<file path="src/sv/base32_to_base64_transcoder_unit_defines.svh">
// Assertion macros for the base32 to base64 transcoder.
`ifndef BASE32_TO_BASE64_TRANSCODER_UNIT_DEFINES_SVH
`define BASE32_TO_BASE64_TRANSCODER_UNIT_DEFINES_SVH

// Checked only while out of reset.
`define B32B64_ASSERT(lbl, prop, msg) \
  lbl: assert property (@(posedge clk_i) disable iff (!rst_ni) prop) else $error(msg);

// Checked at every edge, reset included.
`define B32B64_ASSERT_ALWAYS(lbl, prop, msg) \
  lbl: assert property (@(posedge clk_i) prop) else $error(msg);

`endif

</file>
<file path="src/sv/b32b64_pkg.sv">
// Package: types, constants and the base64 symbol function of the transcoder.
`default_nettype none
package b32b64_pkg;

  localparam int unsigned MaxRes  = 7;     // most beats one input can cause
  localparam int unsigned ResCntW = 3;
  localparam int unsigned StoreW  = 11;    // at most 11 unsent bits remain

  localparam logic [7:0] ChUpA    = 8'd65;
  localparam logic [7:0] ChUpZ    = 8'd90;
  localparam logic [7:0] ChDig2   = 8'd50;
  localparam logic [7:0] ChDig7   = 8'd55;
  localparam logic [7:0] DigitOfs = 8'd24;
  localparam logic [7:0] LowOfs   = 8'd71;
  localparam logic [7:0] NumOfs   = 8'd4;
  localparam logic [7:0] ChPlus   = 8'd43;
  localparam logic [7:0] ChSlash  = 8'd47;
  localparam logic [7:0] ChPad    = 8'd61;
  localparam logic [7:0] ChNl     = 8'd10;

  typedef struct packed {
    logic [StoreW-1:0] store;
    logic [3:0]        held;
    logic [2:0]        phase;
    logic [1:0]        count;
  } state_t;

  typedef struct packed {
    logic [ResCntW-1:0]          num;
    logic [MaxRes-1:0][7:0]      chars;
    logic                        ends;   // final beat is the closing newline
  } res_t;

  function automatic logic [7:0] b64_char(input logic [5:0] v);
    logic [7:0] w;
    w = {2'b00, v};
    if (v < 6'd26)       return w + ChUpA;
    else if (v < 6'd52)  return w + LowOfs;
    else if (v < 6'd62)  return w - NumOfs;
    else if (v == 6'd62) return ChPlus;
    else                 return ChSlash;
  endfunction

endpackage
`default_nettype wire

</file>
<file path="src/sv/b32b64_if.sv">
// Valid/ready channel interfaces for input characters and output characters.
`default_nettype none
interface b32b64_in_if;
  logic       valid;
  logic       ready;
  logic [7:0] in_char;
  logic       in_last;
  modport source (output valid, output in_char, output in_last, input ready);
  modport sink   (input valid, input in_char, input in_last, output ready);
endinterface

interface b32b64_out_if;
  logic       valid;
  logic       ready;
  logic [7:0] out_char;
  logic       out_last;
  modport source (output valid, output out_char, output out_last, input ready);
  modport sink   (input valid, input out_char, input out_last, output ready);
endinterface
`default_nettype wire

</file>
<file path="src/sv/base32_to_base64_transcoder_unit.sv">
// Top level of the base32 to base64 transcoder.
`default_nettype none
// Takes one base32 character per input beat ('A'-'Z' and '2'-'7'; any other
// byte is dropped) and produces standard base64 characters. The 5-bit
// symbols form a bit stream; a 6-bit group goes out once it lies wholly in
// completed bytes. The beat flagged in_last closes the string: leftover bits
// of completed bytes go out as one zero-filled group, then '=' up to a
// multiple of four characters, then a newline with out_last set; bits of an
// unfinished byte are discarded. Input and output are valid/ready; an input
// beat is registered, then processed combinationally into a result buffer
// of up to seven characters, which drains at one character per cycle while
// the output is ready. The input register can take a new beat while the
// previous one's characters go out; that beat then waits: an input causing
// k output characters occupies the result buffer until all k have gone out;
// an input causing none still waits until the buffer sends its last
// character, then moves on in that same cycle. Between input accept and the
// first output beat lie the input register and then the result register.
module base32_to_base64_transcoder_unit (
  input  logic         clk_i,
  input  logic         rst_ni,
  b32b64_in_if.sink    in_i,
  b32b64_out_if.source out_o
);

  // input register
  logic       in_vld_q;
  logic [7:0] in_char_q;
  logic       in_last_q;

  // packing state carried between characters
  b32b64_pkg::state_t state_q, state_d;
  b32b64_pkg::res_t   res;

  logic free, adv, take;

  // the registered beat moves on when the result buffer can take it
  assign adv     = in_vld_q && free;
  assign in_i.ready = !in_vld_q || free;
  assign take    = in_i.valid && in_i.ready;

  always_ff @(posedge clk_i or negedge rst_ni) begin
    if (!rst_ni) begin
      in_vld_q <= 1'b0;
    end else if (take) begin
      in_vld_q <= 1'b1;
    end else if (adv) begin
      in_vld_q <= 1'b0;
    end
  end

  always_ff @(posedge clk_i) begin
    if (take) begin
      in_char_q <= in_i.in_char;
      in_last_q <= in_i.in_last;
    end
  end

  always_ff @(posedge clk_i or negedge rst_ni) begin
    if (!rst_ni) begin
      state_q <= '0;
    end else if (adv) begin
      state_q <= state_d;
    end
  end

  b32b64_core u_core (
    .state_i (state_q),
    .char_i  (in_char_q),
    .last_i  (in_last_q),
    .state_o (state_d),
    .res_o   (res)
  );

  // characters that add no output skip the buffer
  b32b64_emit u_emit (
    .clk_i  (clk_i),
    .rst_ni (rst_ni),
    .load_i (adv && (res.num != 3'd0)),
    .res_i  (res),
    .free_o (free),
    .out_o  (out_o)
  );

endmodule
`default_nettype wire

</file>
<file path="src/sv/b32b64_core.sv">
// Single-pass datapath: decode, pack, cut groups and build the beat list.
`default_nettype none
module b32b64_core (
  input  b32b64_pkg::state_t state_i,
  input  logic [7:0]         char_i,
  input  logic               last_i,
  output b32b64_pkg::state_t state_o,
  output b32b64_pkg::res_t   res_o
);

  logic        sym_ok;
  logic [4:0]  sym;
  logic [15:0] s1, sf, tail;
  logic [4:0]  h1, h2, h3, lim, rem;
  logic [2:0]  p1;
  logic        g0_en, g1_en, fin_en;
  logic [5:0]  g0, g1, gf;
  logic [1:0]  c1, c2, pads;
  logic [2:0]  n;

  always_comb begin
    sym_ok = 1'b1;
    sym    = '0;
    if (char_i inside {[b32b64_pkg::ChUpA:b32b64_pkg::ChUpZ]}) begin
      sym = 5'(char_i - b32b64_pkg::ChUpA);
    end else if (char_i inside {[b32b64_pkg::ChDig2:b32b64_pkg::ChDig7]}) begin
      sym = 5'(char_i - b32b64_pkg::DigitOfs);
    end else begin
      sym_ok = 1'b0;
    end
  end

  // append five bits for a valid symbol
  assign s1  = sym_ok ? (16'({5'd0, state_i.store} << 5) | 16'(sym))
                      : 16'(state_i.store);
  assign h1  = {1'b0, state_i.held} + (sym_ok ? 5'd5 : 5'd0);
  assign p1  = state_i.phase + (sym_ok ? 3'd5 : 3'd0);
  assign lim = {2'b00, p1} + 5'd6;

  // at most two groups can complete per character
  assign g0_en = h1 >= lim;
  assign g0    = 6'(s1 >> (h1 - 5'd6));
  assign h2    = g0_en ? h1 - 5'd6 : h1;
  assign g1_en = g0_en && (h2 >= lim);
  assign g1    = 6'(s1 >> (h2 - 5'd6));
  assign h3    = g1_en ? h2 - 5'd6 : h2;
  assign sf    = s1 & ((16'd1 << h3) - 16'd1);
  assign c1    = state_i.count + {1'b0, g0_en} + {1'b0, g1_en};

  // final zero-filled group from completed bytes only
  assign rem    = h3 - {2'b00, p1};
  assign fin_en = last_i && (rem != 5'd0);
  assign tail   = (sf >> p1) & ((16'd1 << rem) - 16'd1);
  assign gf     = tail[5:0] << (3'd6 - rem[2:0]);
  assign c2     = c1 + {1'b0, fin_en};
  assign pads   = 2'd0 - c2;

  always_comb begin
    res_o.chars = '0;
    n           = '0;
    if (g0_en) begin
      res_o.chars[n] = b32b64_pkg::b64_char(g0);
      n = n + 3'd1;
    end
    if (g1_en) begin
      res_o.chars[n] = b32b64_pkg::b64_char(g1);
      n = n + 3'd1;
    end
    if (last_i) begin
      if (fin_en) begin
        res_o.chars[n] = b32b64_pkg::b64_char(gf);
        n = n + 3'd1;
      end
      for (int i = 0; i < 3; i++) begin
        if (2'(i) < pads) begin
          res_o.chars[n] = b32b64_pkg::ChPad;
          n = n + 3'd1;
        end
      end
      res_o.chars[n] = b32b64_pkg::ChNl;
      n = n + 3'd1;
    end
    res_o.num  = n;
    res_o.ends = last_i;
  end

  always_comb begin
    if (last_i) begin
      state_o = '0;
    end else begin
      state_o.store = sf[b32b64_pkg::StoreW-1:0];
      state_o.held  = h3[3:0];
      state_o.phase = p1;
      state_o.count = c1;
    end
  end

endmodule
`default_nettype wire

</file>
<file path="src/sv/b32b64_emit.sv">
// Result register and serializer: sends the buffered beats one per cycle while the output is ready.
`default_nettype none
`include "base32_to_base64_transcoder_unit_defines.svh"
module b32b64_emit (
  input  logic                 clk_i,
  input  logic                 rst_ni,
  input  logic                 load_i,
  input  b32b64_pkg::res_t     res_i,
  output logic                 free_o,
  b32b64_out_if.source         out_o
);

  b32b64_pkg::res_t                   res_q;
  logic [b32b64_pkg::ResCntW-1:0]     idx_q;
  logic                               busy_q;
  logic                               fire, final_beat;

  assign final_beat = idx_q == (res_q.num - 3'd1);
  assign fire       = busy_q && out_o.ready;
  assign free_o     = !busy_q || (fire && final_beat);

  assign out_o.valid    = busy_q;
  assign out_o.out_char = res_q.chars[idx_q];
  assign out_o.out_last = res_q.ends && final_beat;

  always_ff @(posedge clk_i or negedge rst_ni) begin
    if (!rst_ni) begin
      busy_q <= 1'b0;
      idx_q  <= '0;
    end else if (load_i) begin
      busy_q <= 1'b1;
      idx_q  <= '0;
    end else if (fire) begin
      if (final_beat) begin
        busy_q <= 1'b0;
        idx_q  <= '0;
      end else begin
        idx_q <= idx_q + 3'd1;
      end
    end
  end

  always_ff @(posedge clk_i) begin
    if (load_i) begin
      res_q <= res_i;
    end
  end

  `B32B64_ASSERT(a_load_free, load_i |-> free_o && (res_i.num != 3'd0), "load into busy buffer")
  `B32B64_ASSERT(a_idx_range, busy_q |-> idx_q < res_q.num, "beat index past count")
  `B32B64_ASSERT(a_last_nl, out_o.valid && out_o.out_last |-> out_o.out_char == b32b64_pkg::ChNl, "last beat not newline")
  `B32B64_ASSERT_ALWAYS(a_rst_idle, !rst_ni |=> !busy_q, "busy after reset")

endmodule
`default_nettype wire
</file>
<file path="src/flat_wrapper.sv">
// flat-port wrapper written by rule: the top's interface ports become plain ports
module base32_to_base64_transcoder_unit_flat 
  (clk_i, rst_ni, in_i_valid, in_i_in_char, in_i_in_last, in_i_ready, out_o_valid, out_o_out_char, out_o_out_last, out_o_ready);
  b32b64_in_if in_i_i ();
  b32b64_out_if out_o_i ();
  input  logic clk_i;
  input  logic rst_ni;
  input wire logic [$bits(in_i_i.valid)-1:0] in_i_valid;
  input wire logic [$bits(in_i_i.in_char)-1:0] in_i_in_char;
  input wire logic [$bits(in_i_i.in_last)-1:0] in_i_in_last;
  output wire logic [$bits(in_i_i.ready)-1:0] in_i_ready;
  output wire logic [$bits(out_o_i.valid)-1:0] out_o_valid;
  output wire logic [$bits(out_o_i.out_char)-1:0] out_o_out_char;
  output wire logic [$bits(out_o_i.out_last)-1:0] out_o_out_last;
  input wire logic [$bits(out_o_i.ready)-1:0] out_o_ready;
  assign in_i_i.valid = in_i_valid;
  assign in_i_i.in_char = in_i_in_char;
  assign in_i_i.in_last = in_i_in_last;
  assign in_i_ready = in_i_i.ready;
  assign out_o_valid = out_o_i.valid;
  assign out_o_out_char = out_o_i.out_char;
  assign out_o_out_last = out_o_i.out_last;
  assign out_o_i.ready = out_o_ready;
  base32_to_base64_transcoder_unit u_core (.clk_i(clk_i), .rst_ni(rst_ni), .in_i(in_i_i), .out_o(out_o_i));
endmodule
</file>
<file path="config.mk">
export PLATFORM = sky130hd
export DESIGN_NAME = base32_to_base64_transcoder_unit_flat
export DESIGN_NICKNAME = d
export VERILOG_FILES = /design/src/sv/b32b64_pkg.sv /design/src/sv/b32b64_if.sv /design/src/sv/base32_to_base64_transcoder_unit.sv /design/src/sv/b32b64_core.sv /design/src/sv/b32b64_emit.sv /design/src/flat_wrapper.sv
export VERILOG_INCLUDE_DIRS = /design/src /design/src/sv
export SDC_FILE = /design/constraint.sdc
export NUM_CORES = 1
export LEC_CHECK = 0
export BUFFER_PORTS_ARGS = -buffer_cell sky130_fd_sc_hd__buf_2
export CAP_MARGIN = 20
export CORE_MARGIN = 2
export CORE_UTILIZATION = 45
export CTS_CLUSTER_DIAMETER = 40
export DETAILED_ROUTE_END_ITERATION = 10
export GPL_TIMING_DRIVEN = 0
export SLEW_MARGIN = 20
export SYNTH_ARGS = -nofsm -noshare
export SYNTH_HDL_FRONTEND = slang
export SYNTH_SLANG_ARGS = --single-unit
export TNS_END_PERCENT = 20
</file>
<file path="constraint.sdc">
create_clock -name clk_i -period 40.4 [get_ports clk_i]
set_input_delay 4.04 -clock clk_i [delete_from_list [all_inputs] [get_ports clk_i]]
set_output_delay 4.04 -clock clk_i [all_outputs]
set_load 0.05 [all_outputs]
</file>
==> results.sh <==
export IMPL_diodes=0
export IMPL_drt_wl_total_um=28100
export IMPL_synthFlopType="edfxtp_1"
export IMPL_dpl_hpwl_um=22000
export IMPL_clkLatencyLatePin_ps=350
export IMPL_fin_nets=1158
export IMPL_status="finished clean"
export IMPL_ctsHoldBuffers=0
export IMPL_port_buffers=23
export IMPL_start_util_pct=45.9
export IMPL_hp_class="reg2reg"
export IMPL_setup_viol_count_final=0
export IMPL_grt_pass1_wl_um=43400
export IMPL_synth_top_area_cell="edfxtp_1"
export IMPL_worst_r2r_cell_count=55
export IMPL_cp_common_cell="ha_1"
export IMPL_hold_depth=0
export IMPL_crit_family="compound AO/OA/AOI/OAI gates"
export IMPL_dr_first_iter_drc_count=831
export IMPL_crit_arrival_ps=15700
export IMPL_fp_dieW_um=145
export IMPL_ios=24
export IMPL_min_period_over_period_pct=38.7
export IMPL_overflow=0
export IMPL_die_area_sq_um=20900
export IMPL_routabilityCongestion=1.02
export IMPL_cts_root_buf="clkbuf_16"
export IMPL_grt_usage_pct=27.1
export IMPL_slew_viol_final=0
export IMPL_end_kind="register"
export IMPL_yosysSeqAreaShare_pct=25.3
export IMPL_synth_avg_cell_area_sq_um=8.38
export IMPL_synth_area_top_cells="edfxtp_1, dfrtp_1, ha_1"
export IMPL_drc=0
export IMPL_cap_violations=0
export IMPL_syn_area_sq_um=8890
export IMPL_skew_ps=5.75
export IMPL_max_freq_ghz=0.0639
export IMPL_grt_pass1_vias=7864
export IMPL_drive_gt1_share_pct=12.0
export IMPL_grt_max_degree=26
export IMPL_yosysMostFrequentCell="nand2_1"
export IMPL_crit_cells=55
export IMPL_startpoint="u_core.in_char_q[0]$_DFFE_PP_"
export IMPL_netlist_area_leader_share_pct=18.2
export IMPL_cts_sinks=79
export IMPL_cts_tree="yes"
export IMPL_ys_types=105
export IMPL_crit_fanout=23
export IMPL_fin_area_sq_um=9680
export IMPL_reg2reg_from="u_core.in_char_q[0]$_DFFE_PP_"
export IMPL_dpl_cell_area_sq_um=9400
export IMPL_max_stage_delay_ps=670
export IMPL_slowest_stage="xnor2_1"
export IMPL_critPathBufInv=15
export IMPL_synth_edff_count=54
export IMPL_post_cts_buffers=0
export IMPL_clk_pin_slew_ps=70
export IMPL_rows=51
export IMPL_final_cells=1369
export IMPL_clock_path_buffers=2
export IMPL_critPathLaunchType="register"
export IMPL_synth_cells=1062
export IMPL_hold_viol=0
export IMPL_viasPerCell=6.37
export IMPL_cts_buffers_inserted=9
export IMPL_layout_setup_ws_ps=24760
export IMPL_synth_commonest_cells="nand2_1, nor2_1, a21oi_1"
export IMPL_worstHoldStart="u_core.in_last_q$_DFFE_PP_"
export IMPL_ys_seq_elements=79
export IMPL_max_slew_worst_pin_slew_ps=1060
export IMPL_tns_ps=0
export IMPL_period_needed_ps=15640
export IMPL_rsz0062_at_grt="false"
export IMPL_dp_cells=1353
export IMPL_area_growth_pct=8.86
export IMPL_relSlewSlack_pct=27.4
export IMPL_dr_pass1_iters=6
export IMPL_cts_htree_levels=3
export IMPL_ant_nets=0
export IMPL_post_cts_resize_count=0
export IMPL_wl_per_cell_um=20.5
export IMPL_die_y_um=145
export IMPL_synthArstFlopShare_pct=31.6
export IMPL_required_ps=40460
export IMPL_place_ws_ps=25020
export IMPL_antenna_found_initial=0
export IMPL_crit_type="reg2reg"
export IMPL_ys_warn_count=0
export IMPL_core_sq_um=19400
export IMPL_num_vias=8714
[metrics by stage]
stage | util (%) | hold WS (ps)
2_1_floorplan | - | 424
3_3_place_gp | 48.2 | 427
3_5_place_dp | 48.5 | 432
4_1_cts | 49.9 | 447
5_1_grt | 49.9 | 482
6_report | 49.9 | 445
[per-layer routing]
layer,vias to the layer above,wire [um],global-route usage (%)
met2,369,13000,44.8
met1,4107,11900,34.9
met3,86,1850,4.44
met4,0,1380,12.4
met5,-,0,0
li1,4152,-,-
[path summary, 6_finish.rpt]
kind	endpoint	slack (ps)
setup / recovery	u_core.u_emit.res_q[32]$_SDFFCE_PN0P_	24760
hold reg to reg	u_core.u_emit.res_q[0]$_DFFE_PP_	450
max in group asynchronous	u_core.state_q[6]$_DFFE_PN0P_	36220
setup reg to reg	u_core.u_emit.res_q[32]$_SDFFCE_PN0P_	24760
hold / removal	u_core.u_emit.res_q[0]$_DFFE_PP_	450
min in group asynchronous	u_core.u_emit.idx_q[2]$_DFFE_PN0P_	3720
[kinds of logic after synthesis]
group / Yosys count / synth area share (%)
AND/OR/NAND/NOR: 381 / 20.9
AO/OA/AOI/OAI: 348 / 29.0
buffers and inverters: 122 / 5.74
flip-flops: 79 / 25.3
multiplexers: 54 / 8.82
adder cells (fa/ha/maj): 46 / 6.64
XOR/XNOR: 31 / 3.60
other: 1 / 0.0422
[flip-flops by register name, indices dropped and copies added (netlist names)]
| name | cells |
|---|---|
| u_core.in_char_q | 8 |
| u_core.in_last_q | 1 |
| u_core.in_vld_q | 1 |
| u_core.state_q | 20 |
| u_core.u_emit.idx_q | 3 |
| u_core.u_emit.out_o.valid | 1 |
| u_core.u_emit.res_q | 45 |
[worst reg2reg max path: cells and delay by family (launching register included)]
family	cells	cell delay, ps
multiplexers	1	240
buffers and inverters	15	3570
flip-flops	1	470
AO/OA/AOI/OAI	14	4400
XOR/XNOR	6	1980
AND/OR/NAND/NOR	11	2270
adder cells (fa/ha/maj)	8	2440
[cell usage in the layout (no fill, tap or decap), types with 21 or more instances in the layout]
master,synthesis,layout
nand2_1,114,114
edfxtp_1,54,54
ha_1,44,44
o21ai_0,52,52
dfrtp_1,25,25
a21oi_1,68,68
mux2i_1,30,30
nor2_1,100,100
buf_2,5,28
xnor2_1,21,21
nor3_1,22,22
inv_1,58,58
clkbuf_1,40,40
nand3_1,33,33
[layout make-up]
| cell class | instances | area [sq um] |
|---|---|---|
| plain buffers | 53 | 239 |
| clock buffers | 9 | 225 |
| clock inverters | 7 | 55.1 |
| fillers | 1912 | 9720 |
| inverters | 69 | 272 |
| multi-input cells | 862 | 6160 |
| flip-flops and latches | 79 | 2250 |
| well taps | 265 | 332 |
| repair buffers | 25 | 158 |
Power is not shown: default switching activity piles up to over one toggle a cycle in this logic, so the estimate is an artifact.
